File: src/rtl/tkd_pkg.sv
// ----------------------------------------------------------------------------
// tkd_pkg
// shared types and constants of the two-key debounce with long press block
// ----------------------------------------------------------------------------
package tkd_pkg;

    localparam int unsigned CFG_DATA_W = 16;
    localparam int unsigned CFG_IDX_W  = 2;

    // configuration register indexes
    localparam logic [CFG_IDX_W-1:0] CFG_RELEASE_HOLD = 2'd0;
    localparam logic [CFG_IDX_W-1:0] CFG_LONG_PRESS   = 2'd1;
    localparam logic [CFG_IDX_W-1:0] CFG_LOCKOUT      = 2'd2;

    // reset values of the configuration registers
    localparam logic [7:0]  RELEASE_HOLD_RST = 8'd25;
    localparam logic [15:0] LONG_PRESS_RST   = 16'd150;
    localparam logic [7:0]  LOCKOUT_RST      = 8'd40;

    // long press phase codes
    localparam logic [1:0] LP_NONE    = 2'd0;
    localparam logic [1:0] LP_ARMED   = 2'd1;
    localparam logic [1:0] LP_EMITTED = 2'd2;

    // event code offset of a long press
    localparam logic [2:0] EV_NONE       = 3'd0;
    localparam logic [2:0] EV_LONG_OFFSET = 3'd3;

    typedef struct packed {
        logic [7:0]  release_hold_ticks;
        logic [15:0] long_press_ticks;
        logic [7:0]  lockout_ticks;
    } cfg_t;

    typedef struct packed {
        logic       push;
        logic [2:0] key_event;
    } result_t;

endpackage

File: src/rtl/tkd_cfg.sv
// ----------------------------------------------------------------------------
// tkd_cfg
// configuration registers, written through a plain write port
// ----------------------------------------------------------------------------
module tkd_cfg (
    input  logic                           clk,
    input  logic                           rst_n,
    input  logic                           cfg_we,
    input  logic [tkd_pkg::CFG_IDX_W-1:0]  cfg_index,
    input  logic [tkd_pkg::CFG_DATA_W-1:0] cfg_data,
    output tkd_pkg::cfg_t                  cfg
);

    tkd_pkg::cfg_t cfg_reg;
    tkd_pkg::cfg_t cfg_next;

    always_comb
    begin
        cfg_next = cfg_reg;
        if (cfg_we)
        begin
            unique case (cfg_index)
                tkd_pkg::CFG_RELEASE_HOLD: cfg_next.release_hold_ticks = cfg_data[7:0];
                tkd_pkg::CFG_LONG_PRESS:   cfg_next.long_press_ticks   = cfg_data;
                tkd_pkg::CFG_LOCKOUT:      cfg_next.lockout_ticks      = cfg_data[7:0];
                default:                   cfg_next = cfg_reg;
            endcase
        end
    end

    always_ff @(posedge clk or negedge rst_n)
    begin
        if (!rst_n)
        begin
            cfg_reg.release_hold_ticks <= tkd_pkg::RELEASE_HOLD_RST;
            cfg_reg.long_press_ticks   <= tkd_pkg::LONG_PRESS_RST;
            cfg_reg.lockout_ticks      <= tkd_pkg::LOCKOUT_RST;
        end
        else
        begin
            cfg_reg <= cfg_next;
        end
    end

    assign cfg = cfg_reg;

endmodule

File: src/rtl/tkd_core.sv
// ----------------------------------------------------------------------------
// tkd_core
// debounce state and press timing, one tick per accepted request
// ----------------------------------------------------------------------------
module tkd_core (
    input  logic             clk,
    input  logic             rst_n,
    input  logic             accept,
    input  logic             key_a,
    input  logic             key_b,
    input  tkd_pkg::cfg_t    cfg,
    output tkd_pkg::result_t result
);

    logic [7:0]  lockout_reg;
    logic [7:0]  lockout_next;
    logic [7:0]  hold_a_reg;
    logic [7:0]  hold_a_next;
    logic [7:0]  hold_b_reg;
    logic [7:0]  hold_b_next;
    logic [1:0]  last_keys_reg;
    logic [1:0]  last_keys_next;
    logic [15:0] press_time_reg;
    logic [15:0] press_time_next;
    logic [1:0]  long_phase_reg;
    logic [1:0]  long_phase_next;
    logic [2:0]  ev;
    logic [1:0]  cur;
    logic        settled;

    always_comb
    begin
        lockout_next    = lockout_reg;
        hold_a_next     = hold_a_reg;
        hold_b_next     = hold_b_reg;
        last_keys_next  = last_keys_reg;
        press_time_next = press_time_reg;
        long_phase_next = long_phase_reg;
        ev              = tkd_pkg::EV_NONE;
        cur             = {key_b, key_a};
        settled         = 1'b0;

        if (lockout_reg != 8'd0)
        begin
            lockout_next = lockout_reg - 8'd1;
        end
        else
        begin
            // reload while pressed, count down after release
            if (key_a)
                hold_a_next = cfg.release_hold_ticks;
            else if (hold_a_reg != 8'd0)
                hold_a_next = hold_a_reg - 8'd1;
            if (key_b)
                hold_b_next = cfg.release_hold_ticks;
            else if (hold_b_reg != 8'd0)
                hold_b_next = hold_b_reg - 8'd1;

            settled = (hold_a_next == 8'd0 || hold_a_next == cfg.release_hold_ticks) &&
                      (hold_b_next == 8'd0 || hold_b_next == cfg.release_hold_ticks);

            if (settled)
            begin
                if (cur != 2'd0)
                begin
                    if (last_keys_reg != cur)
                    begin
                        press_time_next = 16'd0;
                        long_phase_next = tkd_pkg::LP_NONE;
                        last_keys_next  = cur;
                    end
                    else if (press_time_reg < cfg.long_press_ticks)
                    begin
                        press_time_next = press_time_reg + 16'd1;
                    end
                    else if (press_time_reg == cfg.long_press_ticks &&
                             long_phase_reg == tkd_pkg::LP_NONE)
                    begin
                        long_phase_next = tkd_pkg::LP_ARMED;
                    end
                    if (long_phase_next == tkd_pkg::LP_ARMED)
                    begin
                        ev              = 3'(last_keys_next) + tkd_pkg::EV_LONG_OFFSET;
                        long_phase_next = tkd_pkg::LP_EMITTED;
                        lockout_next    = cfg.lockout_ticks;
                    end
                end
                else if (last_keys_reg != 2'd0 && long_phase_reg == tkd_pkg::LP_NONE)
                begin
                    // short press on release
                    ev              = 3'(last_keys_reg);
                    last_keys_next  = 2'd0;
                    press_time_next = 16'd0;
                    long_phase_next = tkd_pkg::LP_NONE;
                    lockout_next    = cfg.lockout_ticks;
                end
                else if (long_phase_reg == tkd_pkg::LP_EMITTED)
                begin
                    last_keys_next  = 2'd0;
                    press_time_next = 16'd0;
                    long_phase_next = tkd_pkg::LP_NONE;
                    lockout_next    = cfg.lockout_ticks;
                end
            end
        end
    end

    always_ff @(posedge clk or negedge rst_n)
    begin
        if (!rst_n)
        begin
            lockout_reg    <= 8'd0;
            hold_a_reg     <= 8'd0;
            hold_b_reg     <= 8'd0;
            last_keys_reg  <= 2'd0;
            press_time_reg <= 16'd0;
            long_phase_reg <= tkd_pkg::LP_NONE;
        end
        else if (accept)
        begin
            lockout_reg    <= lockout_next;
            hold_a_reg     <= hold_a_next;
            hold_b_reg     <= hold_b_next;
            last_keys_reg  <= last_keys_next;
            press_time_reg <= press_time_next;
            long_phase_reg <= long_phase_next;
        end
    end

    assign result.push      = accept;
    assign result.key_event = ev;

`ifndef SYNTH
    // the armed phase never survives the tick that raised it
    a_no_armed_phase: assert property (@(posedge clk) disable iff (!rst_n)
        long_phase_reg != tkd_pkg::LP_ARMED)
        else $error("long phase left armed");

    a_lockout_counts: assert property (@(posedge clk) disable iff (!rst_n)
        accept && lockout_reg != 8'd0 |=> lockout_reg == $past(lockout_reg) - 8'd1)
        else $error("lockout did not count down");

    a_event_locks: assert property (@(posedge clk) disable iff (!rst_n)
        accept && ev != tkd_pkg::EV_NONE |=> lockout_reg == $past(cfg.lockout_ticks))
        else $error("event did not start the lockout");

    a_idle_holds: assert property (@(posedge clk) disable iff (!rst_n)
        !accept |=> $stable(press_time_reg) && $stable(hold_a_reg) && $stable(hold_b_reg))
        else $error("state moved without a request");
`endif

endmodule

File: src/rtl/tkd_out.sv
// ----------------------------------------------------------------------------
// tkd_out
// result register between the core and the output channel
// ----------------------------------------------------------------------------
module tkd_out (
    input  logic             clk,
    input  logic             rst_n,
    input  tkd_pkg::result_t result,
    output logic             busy,
    output logic             out_valid,
    input  logic             out_stall,
    output logic [2:0]       key_event
);

    logic       valid_reg;
    logic       valid_next;
    logic [2:0] event_reg;

    // full and not being taken this cycle
    assign busy = valid_reg && out_stall;

    always_comb
    begin
        valid_next = valid_reg;
        if (result.push)
            valid_next = 1'b1;
        else if (!out_stall)
            valid_next = 1'b0;
    end

    always_ff @(posedge clk or negedge rst_n)
    begin
        if (!rst_n)
            valid_reg <= 1'b0;
        else
            valid_reg <= valid_next;
    end

    always_ff @(posedge clk)
    begin
        if (result.push)
            event_reg <= result.key_event;
    end

    assign out_valid = valid_reg;
    assign key_event = event_reg;

endmodule

File: src/rtl/two_key_debounce_long_press.sv
// ----------------------------------------------------------------------------
// two_key_debounce_long_press
// two-key debounce with short and long press events
// ----------------------------------------------------------------------------
// each request on the input channel (in_valid / in_stall) is one tick carrying
// the levels of key_a and key_b; every tick gives exactly one result on the
// output channel (out_valid / out_stall) with key_event: 0 none, 1-3 short
// press of key set 1-3, 4-6 long press of key set 1-3
// the result is registered on the edge that takes the request; throughput is
// one request per cycle while in_stall is low, set by the single result
// register, which takes a new result in the same cycle the old one is taken
// in_stall rises only while a result waits and out_stall is high
// the three registers are written through cfg_we / cfg_index / cfg_data;
// the user must do so only while no request is in flight, unenforced by
// the block; index 3 is ignored; reset clears all debounce state and the
// result valid flag, and loads hold 25, long press 150 and lockout 40 ticks
// ----------------------------------------------------------------------------
module two_key_debounce_long_press (
    input  logic                           clk,
    input  logic                           rst_n,
    input  logic                           in_valid,
    output logic                           in_stall,
    input  logic                           key_a,
    input  logic                           key_b,
    output logic                           out_valid,
    input  logic                           out_stall,
    output logic [2:0]                     key_event,
    input  logic                           cfg_we,
    input  logic [tkd_pkg::CFG_IDX_W-1:0]  cfg_index,
    input  logic [tkd_pkg::CFG_DATA_W-1:0] cfg_data
);

    tkd_pkg::cfg_t    cfg;
    tkd_pkg::result_t result;
    logic             busy;
    logic             accept;

    assign in_stall = busy;
    assign accept   = in_valid && !busy;

    tkd_cfg u_cfg (
        .clk       (clk),
        .rst_n     (rst_n),
        .cfg_we    (cfg_we),
        .cfg_index (cfg_index),
        .cfg_data  (cfg_data),
        .cfg       (cfg)
    );

    tkd_core u_core (
        .clk    (clk),
        .rst_n  (rst_n),
        .accept (accept),
        .key_a  (key_a),
        .key_b  (key_b),
        .cfg    (cfg),
        .result (result)
    );

    tkd_out u_out (
        .clk       (clk),
        .rst_n     (rst_n),
        .result    (result),
        .busy      (busy),
        .out_valid (out_valid),
        .out_stall (out_stall),
        .key_event (key_event)
    );

endmodule

File: config.mk
export PLATFORM = sky130hd
export DESIGN_NAME = two_key_debounce_long_press
export DESIGN_NICKNAME = d
export VERILOG_FILES = /design/src/rtl/tkd_pkg.sv /design/src/rtl/tkd_cfg.sv /design/src/rtl/tkd_core.sv /design/src/rtl/tkd_out.sv /design/src/rtl/two_key_debounce_long_press.sv
export SDC_FILE = /design/constraint.sdc
export NUM_CORES = 1
export LEC_CHECK = 0
export ABC_AREA = 1
export BUFFER_PORTS_ARGS = -buffer_cell sky130_fd_sc_hd__clkbuf_2
export CAP_MARGIN = 20
export CORE_ASPECT_RATIO = 0.9
export CORE_MARGIN = 1
export CORE_UTILIZATION = 60
export CTS_CLUSTER_SIZE = 40
export DETAILED_ROUTE_END_ITERATION = 6
export GPL_TIMING_DRIVEN = 0
export HOLD_SLACK_MARGIN = 0.03
export PLACE_DENSITY = 0.78
export SLEW_MARGIN = 20
export SYNTH_ARGS = -nofsm -noshare
export SYNTH_HDL_FRONTEND = slang
export SYNTH_HIERARCHICAL = 1
export SYNTH_SLANG_ARGS = --single-unit
File: constraint.sdc
create_clock -name clk -period 2.4 [get_ports clk]
set_input_delay 0.12 -clock clk [delete_from_list [all_inputs] [get_ports clk]]
set_output_delay 0.12 -clock clk [all_outputs]
set_load 0.05 [all_outputs]
-- After elaboration in Yosys (flattened, before gate mapping)
Index checks and enable logic that the tools add are counted.
- bits in registers: 80
- input port bits: 25
- output and inout port bits: 5
- add/sub/neg operators: 5
- order comparisons: 1
- eq/ne operators: 11
- multiplexer cells: 37
- bitwise gates (word level): 2
- reductions and logical operators: 28
- operators with widths (cell ; number):
    8-bit two-way mux ; 12
    16-bit two-way mux ; 5
    2-bit two-way mux ; 16
    8-bit nonzero test ; 3
    8-bit by 1-bit subtractor with 8-bit output (second input constant) ; 3
    16-bit by 1-bit adder with 16-bit output (second input constant) ; 1
    16-bit == test ; 1
    8-bit == test ; 2
    8-bit zero test ; 2
    16-bit less-than comparator ; 1
    2-bit AND reduction ; 4
    4-bit AND reduction ; 2
    3-bit two-way mux ; 2
    2-bit nonzero test ; 3
    1-bit logical AND ; 5
    5-bit AND reduction ; 1
    2-bit by 1-bit == test with 1-bit output (second input constant) ; 2
    2-bit == test (second input constant) ; 2
    2-bit zero test ; 2
    4-bit nonzero test ; 1
    2-bit by 2-bit adder with 3-bit output (second input constant) ; 1
    3-bit by 2-bit inequality test with 1-bit output (second input constant) ; 1
    3-bit inequality test (second input constant) ; 1
    3-bit nonzero test ; 1
    other kinds (7) ; 10

-- Depth between registers and ports, before layout
Gate-level depths: netlist of run 1.
- depth in word-level cells: 14
- gate-level depth with buffers: 20
- depth with buffers taken out: 19

-- By module
The synthesis of run 1 kept the hierarchy.
- modules (own cells, without submodules) (module ; instances ; cells an instance ; area an instance (sq um)):
    tkd_core ; 1 ; 632 ; 4002.6
    tkd_cfg ; 1 ; 143 ; 1387.6
    tkd_out ; 1 ; 8 ; 130.1
    two_key_debounce_long_press ; 1 ; 2 ; 10.0

-- Least setup slack after synthesis of run 1
OpenSTA, ideal clock, no wires.
- kind: reg2reg
- start: reg u_cfg.cfg_reg, in the netlist u_cfg/cfg[9]
- end: reg u_core.lockout_reg[7]
- arrival: 2.041 ns
- data required time: 2.283 ns
- slack: 0.242 ns
- cell stages (with the launch flop): 16
- buffers on the path: 0
- clock period less this slack: 2.158 ns
- cell sequence: dfstp_2 -> inv_1 -> ha_1 -> a21oi_1 -> o21ai_0 -> nand2_1 -> nand3_1 -> nand2_1 -> nand2_1 -> nand2_1 -> nand2_1 -> nand2_1 -> a21boi_2 -> nand2_2 -> nand2_1 -> nand2_1
- cells in the longest elaborated chain, start to end: 11
- elaborated cells on any way between the ends: 12
- those cells by class: order compare (1); eq/ne (3); mux (6); reduce/logical (2)
- RTL lines (element ; line ; RTL):
    start: declaration ; tkd_cfg.sv:14 ; tkd_pkg::cfg_t cfg_reg;
    start signal: assignment ; tkd_cfg.sv:41 ; cfg_reg <= cfg_next;
    parallel branches: the longest is 3 deep, another holds 16-bit less-than comparator ; - ;
    2-bit two-way mux (*) ; tkd_core.sv:72 ; else if (press_time_reg < cfg.long_press_ticks)
    2-bit two-way mux (*) ; tkd_core.sv:66 ; if (last_keys_reg != cur)
    2-bit two-way mux (*) ; tkd_core.sv:64 ; if (cur != 2'd0)
    2-bit two-way mux (*) ; tkd_core.sv:62 ; if (settled)
    2-bit two-way mux (*) ; tkd_core.sv:43 ; if (lockout_reg != 8'd0)
    2-bit by 1-bit == test with 1-bit output (*) ; tkd_core.sv:81 ; if (long_phase_next == tkd_pkg::LP_ARMED)
    3-bit by 2-bit inequality test with 1-bit output (no line) (*) ; - ;
    4-bit AND reduction (no line) (*) ; - ;
    end signal: assignment ; tkd_core.sv:121 ; lockout_reg <= lockout_next;
    end: declaration ; tkd_core.sv:15 ; logic [7:0] lockout_reg;
Mark *: on every way between the ends. The select of a mux whose other input is x is not followed.
A chain may end at the register's enable or synchronous reset.

-- Worst setup path in the final report of run 1
- start: reg u_core.hold_a_reg[1]
- end: reg u_core.press_time_reg[2]
- cells in the longest elaborated chain, start to end: 8
- elaborated cells on any way between the ends: 10
- those cells by class: add/sub (1); eq/ne (1); mux (3); reduce/logical (5)
- RTL lines (element ; line ; RTL):
    start: declaration ; tkd_core.sv:17 ; logic [7:0] hold_a_reg;
    start signal: assignment ; tkd_core.sv:122 ; hold_a_reg <= hold_a_next;
    8-bit by 1-bit subtractor with 8-bit output or 8-bit nonzero test (tied branches) ; tkd_core.sv:53, tkd_core.sv:52 ;
    8-bit two-way mux (*) ; tkd_core.sv:52 ; else if (hold_a_reg != 8'd0)
    8-bit two-way mux (*) ; tkd_core.sv:50 ; if (key_a)
    8-bit two-way mux (*) ; tkd_core.sv:43 ;
    8-bit == test or 8-bit zero test (tied branches) ; tkd_core.sv:59 ; settled = (hold_a_next == 8'd0 || hold_a_next == cfg.release_hold_ticks) &&
    1-bit logical OR (*) ; tkd_core.sv:59 ;
    1-bit logical AND (*) ; tkd_core.sv:59 ;
    5-bit AND reduction (no line) (*) ; - ;
    end signal: assignment ; tkd_core.sv:125 ; press_time_reg <= press_time_next;
    end: declaration ; tkd_core.sv:23 ; logic [15:0] press_time_reg;
Mark *: on every way between the ends. The rest lies on a longest branch, timed or not. The select of a mux whose other input is x is not followed.

==> results of run 1 <==
==> routing by layer <==
| layer | track usage (%) | vias to the layer above | wire [um] | share of wire (%) |
|---|---|---|---|---|
| met1 | 44.0 | 2618 | 6780 | 45 |
| met3 | 4.93 | 34 | 1090 | 7.3 |
| met2 | 51.1 | 225 | 6850 | 46 |
| met5 | 0 | - | 0 | 0 |
| met4 | 9.04 | 0 | 273 | 1.8 |
| li1 | - | 2743 | - | - |
==> tightest hold or removal path: cells and delay by family <==
kind / cells / cell delay (ps)
buf+inv: 1 / 130
simple gates: 2 / 150
==> cells in the mapped netlist, types with 2 or more instances <==
cell      number  share of area (%)
o21ai_0       37                3.3
clkbuf_1       6               0.41
buf_6          5                1.0
ha_1          21                4.8
a21oi_1       14                1.3
xnor2_1        5               0.79
nand2_4        2               0.41
buf_4          8                1.1
nor4_1         4               0.45
o21ai_1        4               0.36
inv_2          5               0.34
nand3_1       84                7.6
nor2_1        52                3.5
nor2_2         8               0.91
a22oi_1        3               0.41
nand3_4        2               0.63
nand2_2        8               0.91
buf_1          2               0.14
dfrtp_1       68                 31
edfxtp_1       3                1.6
xor2_1        13                2.1
inv_1         82                5.6
nor3_1        18                1.6
dfstp_2        9                4.3
nand4_1       38                4.3
nand2_1      262                 18
nor2_4         5                1.0
buf_2          3               0.27
==> how the worst min path moves through the flow <==
stage / end / depth (start not counted)
CTS: u_cfg/cfg[10] / 3
finish: u_cfg/cfg[9] / 3
global route: u_cfg/cfg[10] / 3
floorplan: u_cfg/cfg[0] / 0
detailed placement: u_core/hold_a_reg[5] / 1
global placement: u_out/out_valid / 3
==> where the power goes <==
group / switching, mW / internal [mW]
registers: 0.332 / 1.66
logic: 1.86 / 1.20
clock network: 0.555 / 0.590
==> kinds of logic (layout without fill, tap and decap cells) <==
group	after synthesis	in the layout	synth area share (%)
AND/OR/NAND/NOR	489	489	40.2
buffers and inverters	113	207	9.05
flip-flops	80	80	36.7
AO/OA/AOI/OAI	63	63	6.29
adder cells (fa/ha/maj)	21	21	4.75
XOR/XNOR	18	18	2.85
multiplexers	1	1	0.204
==> metrics by stage <==
stage	total power [mW]	hold WS (ps)
floorplan	3.79	-176
global placement	4.25	335
detailed placement	4.36	125
CTS	5.65	40.1
global route	6.65	52.3
finish	6.20	52.0
==> cell type report <==
type | count | area [um^2]
multi-input cells | 592 | 3190
well taps | 119 | 149
repair buffers | 78 | 639
plain buffers | 24 | 173
fillers | 624 | 2010
flip-flops and latches | 80 | 2030
clock buffers | 11 | 163
clock inverters | 5 | 67.6
inverters | 89 | 342
==> what timing repair did <==
item / CTS / global route
hold buffers: 18 / 0
cloned: 0 / 2
pin swaps: 2 / 27
resized for setup: 12 / 54
endpoints found under the setup margin: 28 / 37
setup buffers: 5 / 26
endpoints found under the hold margin: 49 / 0
==> metrics.txt, run 1 <==
outcome finished, final reports clean; ys flop type dfrtp_1; share of layout cells above drive strength 1 20.6%; CP peak stage delay 420 ps; Worst R2R Path Depth 17; Layout area overhead 22.1%; most frequent cells in the layout 244 x nand2_1, 82 x nand3_1, 76 x inv_1; Synthesized Nets 831; Clock Sinks 80; row count 32; Worst Setup EP u_core/press_time_reg[2]; core area 8770 um^2; Vias 5620; R2R setup slack 30 ps; Worst path depth 17; utilization after layout 77.0%; Critical path origin u_core/hold_a_reg[1]; routed vias/inst 5.63; design area 6750 um^2; Initial Utilization 63.1%; fmax 423 MHz; reg2reg start u_core/hold_a_reg[1]; drt first pass iters 5; Final ANT Viol Nets 0; Ant. Diodes 0; Initial DRC Count 490; Final GP Congestion 0.904; Cells after DPL 931; Cells after Synth 785; max-cap violation count 0; Post-Syn Area per Cell 7.04 um^2; largest net degree at the start of global routing 49; slowest stage cell, crit path dfrtp_1; Worst Path Required 2650 ps; Least-Margin Pin Slew 552 ps; initial antenna violation count 0; clock transition at the registers of the reported paths 90 ps; die boundary width 103 um; routed len/inst 15.0 um; Crit path top cell by count nand2_1; final setup violation count 0; DIE HEIGHT 93.1 um; RSZ-0062 raised after global routing true; setup TNS 0 ps; count of cell types in the netlist 42; max_slew headroom 63.2%; global-route wire length before repair 23600 um; Syn Std Cell Area 5530 um^2; Fin. Hold Viols 0; Clock Path Buffers 2; worst-path cell chain inv_2 -> ha_4 -> nand2_2 -> nor2_4 -> nor2_4 -> nand3_1 -> o21ai_0 -> nor2_1 -> nor2b_2 -> nand2_1 -> nand2_2 -> nand2_4 -> inv_8 -> nand2_8 -> buf_8 -> nand2_1 -> nand2_1; VDD IR-drop max 0.697 mV; most common cell after layout, fill and taps aside nand2_1; Tmin final 2370 ps; H-tree depth 3; GRT Total Usage 31.7%; number of synthesized register bits 80; worst slack, placed -333 ps; clk_lat worst skew 360 ps; power per standard cell area 918 nW/um^2; IO Pins 30; critical-path maximum fanout 8; worst setup path class flip-flop to flip-flop; reg2reg end u_core/press_time_reg[2]; CTS tree done; Post-synth ARST share 96.3%; vias in the first global route 5151; count of flip-flops with a built-in enable after synthesis 3; I/O Buffers 26; worst path bufs/invs 3; Critical Path Source Type flip-flop; Congestion Overflow GR 0; DP HPWL 10200 um; Placed Area 5840 um^2; max FFs per register 32; worst path arrival time 2620 ps; drt drc 0; period utilization 98.6%; count of pins over their slew limit 0; Post-layout nets 920; Post-Route WL 15000 um; post-synthesis sequential area ratio 36.7%; Synth warnings 6; min-delay worst type primary input to flip-flop; root buf cell clkbuf_8; CP delay by family, top simple AND/OR/NAND/NOR gates; Worst setup EP type flip-flop; Hold Path Origin cfg_index[0]; Final Non-Filler Cells 998; Num CTS Buffers 9; P_leak 3.39 nW; final worst slack 33.7 ps; clock skew 10.7 ps; die area 9610 um^2
Note: power is estimated with default switching activity, not from simulation.
==> run 2, diff against run 1 <==
==> constraint.sdc (replaced) <==
create_clock -name clk -period 2.4 [get_ports clk]
set_input_delay 0.36 -clock clk [delete_from_list [all_inputs] [get_ports clk]]
set_output_delay 0.36 -clock clk [all_outputs]
set_load 0.05 [all_outputs]
==> metrics.txt, run 2 (synthesis results as in run 1) <==
routed vias/inst 5.60; Layout area overhead 19.7%; Tmin final 2370 ps; depth of the worst hold-timing path 3; routed len/inst 14.9 um; Post-layout nets 902; P_leak 3.31 nW; Least-Margin Pin Slew 483 ps; worst slack, placed -573 ps; Initial Utilization 63.1%; most frequent cells in the layout 236 x nand2_1, 80 x nand3_1, 76 x inv_1; Vias 5491; Final ANT Viol Nets 0; Initial DRC Count 439; Clock Path Buffers 2; Critical path origin u_core/hold_a_reg[1]; final worst slack 34.1 ps; vias in the first global route 5070; Ant. Diodes 0; Pint 3.45 mW; Hold Path Origin cfg_data[11]; H-tree depth 3; clock skew 11.7 ps; clock transition at the registers of the reported paths 90 ps; RSZ-0062 raised after global routing true; row count 32; global-route wire length before repair 23300 um; clk_lat worst skew 360 ps; worst path arrival time 2610 ps; drt first pass iters 5; Fin. Hold Viols 0; Num CTS Buffers 9; die boundary width 103 um; die area 9610 um^2; P_sw 2.74 mW; fmax 423 MHz; drt drc 0; DP HPWL 10200 um; Worst setup EP type flip-flop; core area 8770 um^2; reg2reg start u_core/hold_a_reg[1]; Worst Path Required 2650 ps; setup TNS 0 ps; max FFs per register 32; R2R setup slack 30 ps; max_slew headroom 67.5%; GRT Total Usage 31.2%; outcome finished, final reports clean; combinational share of power 49.3%; Worst R2R Path Depth 20; CTS tree done; Total Power 6.19 mW; max-cap violation count 0; root buf cell clkbuf_8; critical-path maximum fanout 8; period utilization 98.6%; share of layout cells above drive strength 1 22.4%; count of pins over their slew limit 0; Critical Path Source Type flip-flop; VDD IR-drop max 0.697 mV; Clock Sinks 80; largest net degree at the start of global routing 49; I/O Buffers 26; most common cell after layout, fill and taps aside nand2_1; Final GP Congestion 0.904; DIE HEIGHT 93.1 um; worst setup path class flip-flop to flip-flop; initial antenna violation count 0; min-delay worst type primary input to flip-flop; power per standard cell area 935 nW/um^2; Post-Route WL 14600 um; Switching Share 44.2%; final setup violation count 0; Congestion Overflow GR 0; Reg power frac 32.3%; IO Pins 30; clock share of power 18.4%
run 2: timing repair:
item / CTS / global route
endpoints found under the hold margin: 29 / 0
hold buffers: 1 / 0
pin swaps: 2 / 30
buffers inserted: 5 / 26
endpoints found under the setup margin: 28 / 37
resized for setup: 13 / 63
gates cloned: 0 / 2
run 2: per-stage QoR:
| step | util (%) | area (um^2) | hold WS [ps] | std cells |
|---|---|---|---|---|
| 4_1_cts | 70.5 | 6180 | 222 | 953 |
| 2_1_floorplan | - | 5530 | 64.4 | 785 |
| 3_5_place_dp | 66.6 | 5840 | 365 | 931 |
| 6_report | 75.5 | 6620 | 232 | 980 |
| 3_3_place_gp | 66.3 | 5810 | 453 | 930 |
| 5_1_grt | 75.5 | 6620 | 235 | 980 |
run 2: layout make-up:
type	instances	area (um^2)
inverter	89	342
multi-input combinational	592	3230
fill	652	2150
timing repair buffer	61	469
buffer	23	164
tap	119	149
sequential	80	2030
clock buffer	11	163
clock inverter	5	67.6
run 2: metal layers:
layer	track usage, %	part of all wire [%]	vias up
li1	-	-	2714
met1	44.0	45	2518
met2	49.5	45	230
met3	4.93	7.6	29
met4	9.04	1.7	0
met5	0	0	-
run 2: path summary, 6_finish.rpt:
path                                                  to
worst max-delay path            u_core/press_time_reg[2]
worst min-delay path                       u_cfg/cfg[19]
worst max register to register  u_core/press_time_reg[2]
worst min register to register              u_cfg/cfg[9]
max in group asynchronous                   u_cfg/cfg[9]
min in group asynchronous           u_core/hold_a_reg[4]
run 2: power groups by stage:
stage	registers, mW	logic [mW]	clock network, mW
after detailed placement	1.98	2.37	0
after floorplan	1.92	1.87	0
after CTS	1.96	2.50	1.17
after global routing	2.04	3.39	1.21
after global placement	1.97	2.28	0
final	2.00	3.05	1.14
run 2: worst max-delay path: stages (launching register included):
cell and delay (ps):
dfrtp_1 430, inv_2 90, ha_4 180, nand2_4 60, nor2_4 160, nand2_4 100
nand2_2 110, nand2_2 80, nand3_2 80, nand2_2 50, clkinv_1 50, nand2_1 50
nor2_1 100, nand2_1 70, nand2_2 110, nand2_4 90, inv_8 100, nand2_8 80
buf_8 160, nand2_2 50, nand2_1 60
==> run 3, diff against run 2 <==
--- a/config.mk
+++ b/config.mk
@@ -15,9 +15,8 @@
 export DETAILED_ROUTE_END_ITERATION = 6
 export GPL_TIMING_DRIVEN = 0
 export HOLD_SLACK_MARGIN = 0.03
-export PLACE_DENSITY = 0.78
+export PLACE_DENSITY = 0.79
 export SLEW_MARGIN = 20
 export SYNTH_ARGS = -nofsm -noshare
 export SYNTH_HDL_FRONTEND = slang
-export SYNTH_HIERARCHICAL = 1
 export SYNTH_SLANG_ARGS = --single-unit
==> constraint.sdc (replaced) <==
create_clock -name clk -period 2.4 [get_ports clk]
set_input_delay 0.48 -clock clk [delete_from_list [all_inputs] [get_ports clk]]
set_output_delay 0.48 -clock clk [all_outputs]
set_load 0.05 [all_outputs]
==> metrics.txt, run 3 <==
outcome finished with violations; failing checks setup timing; final setup violation count 11; fmax 411 MHz; critical-path maximum fanout 6; Fin. Hold Viols 0; Post-layout nets 855; reg2reg end u_core.press_time_reg[9]; initial antenna violation count 0; count of cell types in the netlist 39; largest net degree at the start of global routing 55; period utilization 101%; drt drc 0; row count 32; P_leak 3.11 nW; Critical Path Source Type flip-flop; clk_lat worst skew 360 ps; Clock Sinks 80; H-tree depth 3; setup TNS -148 ps; VDD IR-drop max 0.540 mV; Post-Syn Area per Cell 7.04 um^2; Initial DRC Count 392; Initial Utilization 61.6%; Worst R2R Path Depth 15; clock skew 13.8 ps; Synth warnings 0; core area 8570 um^2; die area 9180 um^2; routed vias/inst 5.58; share of layout cells above drive strength 1 17.8%; count of flip-flops with a built-in enable after synthesis 3; Num CTS Buffers 9; Ant. Diodes 0; global-route wire length before repair 22200 um; GRT Total Usage 30.9%; count of pins over their slew limit 0; Layout area overhead 16.1%; Post-Route WL 13800 um; routed len/inst 14.8 um; ys flop type dfrtp_1; Synthesized Nets 799; final worst slack -33.0 ps; max-cap violation count 0; Worst Path Required 2660 ps; Tmin final 2430 ps; Placed Area 5600 um^2; vias in the first global route 4753; top-count cell post-synth nand2_1; Synth area leaders dfrtp_1 32%, nand2_1 15%, nand3_1 6.6%; worst-path cell chain inv_2 -> ha_4 -> nand2_2 -> nor2_4 -> nand2_4 -> buf_4 -> nand4_1 -> nand2_1 -> nor2_1 -> nand3_1 -> o21ai_4 -> nand3_4 -> clkbuf_16 -> nand2_1 -> o21ai_2; Post-Route Hold Slack 50.1 ps; Congestion Overflow GR 0; Cells after Synth 750; DP HPWL 9990 um; Worst setup EP type flip-flop; Final GP Congestion 0.916; Post-synth ARST share 96.3%; CP peak stage delay 420 ps; Synth area leader dfrtp_1; design area 6130 um^2; Clock Path Buffers 2; IO Pins 30; DIE HEIGHT 91.0 um; R2R setup slack -30 ps; post-synthesis sequential area ratio 38.4%; worst path arrival time 2690 ps; reg2reg start u_core.hold_a_reg[0]; clock transition at the registers of the reported paths 90 ps; die boundary width 101 um; Yosys top cell area share 32.2%; max_slew headroom 54.7%; Least-Margin Pin Slew 678 ps; max FFs per register 32; slowest stage cell, crit path dfrtp_1; drt first pass iters 5; Crit path top cell by count nand2_1; top post-synthesis cells by count 218 x nand2_1, 88 x inv_1, 74 x nor2_1, 70 x nand3_1, 68 x dfrtp_1; number of synthesized register bits 80; root buf cell clkbuf_8; RSZ-0062 raised after global routing true; worst setup path class flip-flop to flip-flop; Syn Std Cell Area 5280 um^2; power per standard cell area 911 nW/um^2; min-delay worst type primary input to async pin; Vias 5191; I/O Buffers 27; most frequent cells in the layout 211 x nand2_1, 84 x inv_1, 72 x nor2_1; cts hold-fix bufs 0; most common cell after layout, fill and taps aside nand2_1; CTS tree done; Final ANT Viol Nets 0
-- run 3: cell type report --
cell class | count | area [um^2]
Multi-Input combinational cell | 559 | 3020
Fill cell | 712 | 2430
Sequential cell | 80 | 2030
Inverter | 94 | 353
Timing Repair Buffer | 43 | 299
Tap cell | 119 | 149
Clock buffer | 12 | 135
Buffer | 19 | 103
Clock inverter | 4 | 47.5
-- run 3: kinds of logic (layout without fill, tap and decap cells) --
logic type / Yosys count / in the layout / share of synthesized area [%]
AND/OR/NAND/NOR: 409 / 411 / 33.6
adder cells (fa/ha/maj): 24 / 24 / 5.69
AO/OA/AOI/OAI: 115 / 115 / 12.5
XOR/XNOR: 8 / 8 / 1.33
buffers and inverters: 113 / 172 / 8.29
flip-flops: 80 / 80 / 38.4
multiplexers: 1 / 1 / 0.190
-- run 3: through the flow --
stage          instances  setup slack (ps)  power, mW  util (%)
6_report             930             -33.0       5.59      71.6
5_1_grt              930              -151       6.02      71.6
4_1_cts              915             0.954       5.24      68.3
3_5_place_dp         897              -196       4.16      65.3
3_3_place_gp         896              -186       4.07      65.0
2_1_floorplan        750               175       3.62         -
-- run 3: power by group --
group | switching (mW) | internal [mW] | total, mW
logic | 1.65 | 0.964 | 2.61
registers | 0.339 | 1.66 | 2.00
clock network | 0.502 | 0.479 | 0.981
total | 2.49 | 3.10 | 5.59
-- run 3: repair_timing --
action                                  4_1_cts  5_1_grt
gates cloned                                  0        4
pin swaps                                     2       17
buffers inserted                              2       11
gates resized for setup                      14       43
endpoints found under the setup margin       30       46
-- run 3: per-layer routing --
layer	vias up	GRT usage [%]	part of all wire (%)	wire (um)
li1	2556	-	-	-
met1	2409	43.3	46	6280
met2	208	48.4	46	6380
met3	18	6.62	6.7	916
met4	0	8.94	1.4	196
met5	-	0	0	0
-- run 3: how the worst max path moves through the flow --
stage,from,end
final,u_core.hold_a_reg[0],u_core.press_time_reg[9]
after detailed placement,u_core.hold_a_reg[0],u_core.press_time_reg[14]
after floorplan,u_out.out_valid,u_core.press_time_reg[14]
after global placement,u_core.hold_a_reg[0],u_core.press_time_reg[8]
after CTS,u_cfg.cfg[9],u_core.lockout_reg[7]
after global routing,u_core.hold_a_reg[0],u_core.last_keys_reg[0]
-- run 3: critical path, delay by kind of cell, from the launching register on --
family / cells / cell delay (ps)
AND/OR/NAND/NOR: 9 / 950
buffers and inverters: 3 / 500
flip-flops: 1 / 420
AO/OA/AOI/OAI: 2 / 320
adder cells (fa/ha/maj): 1 / 150
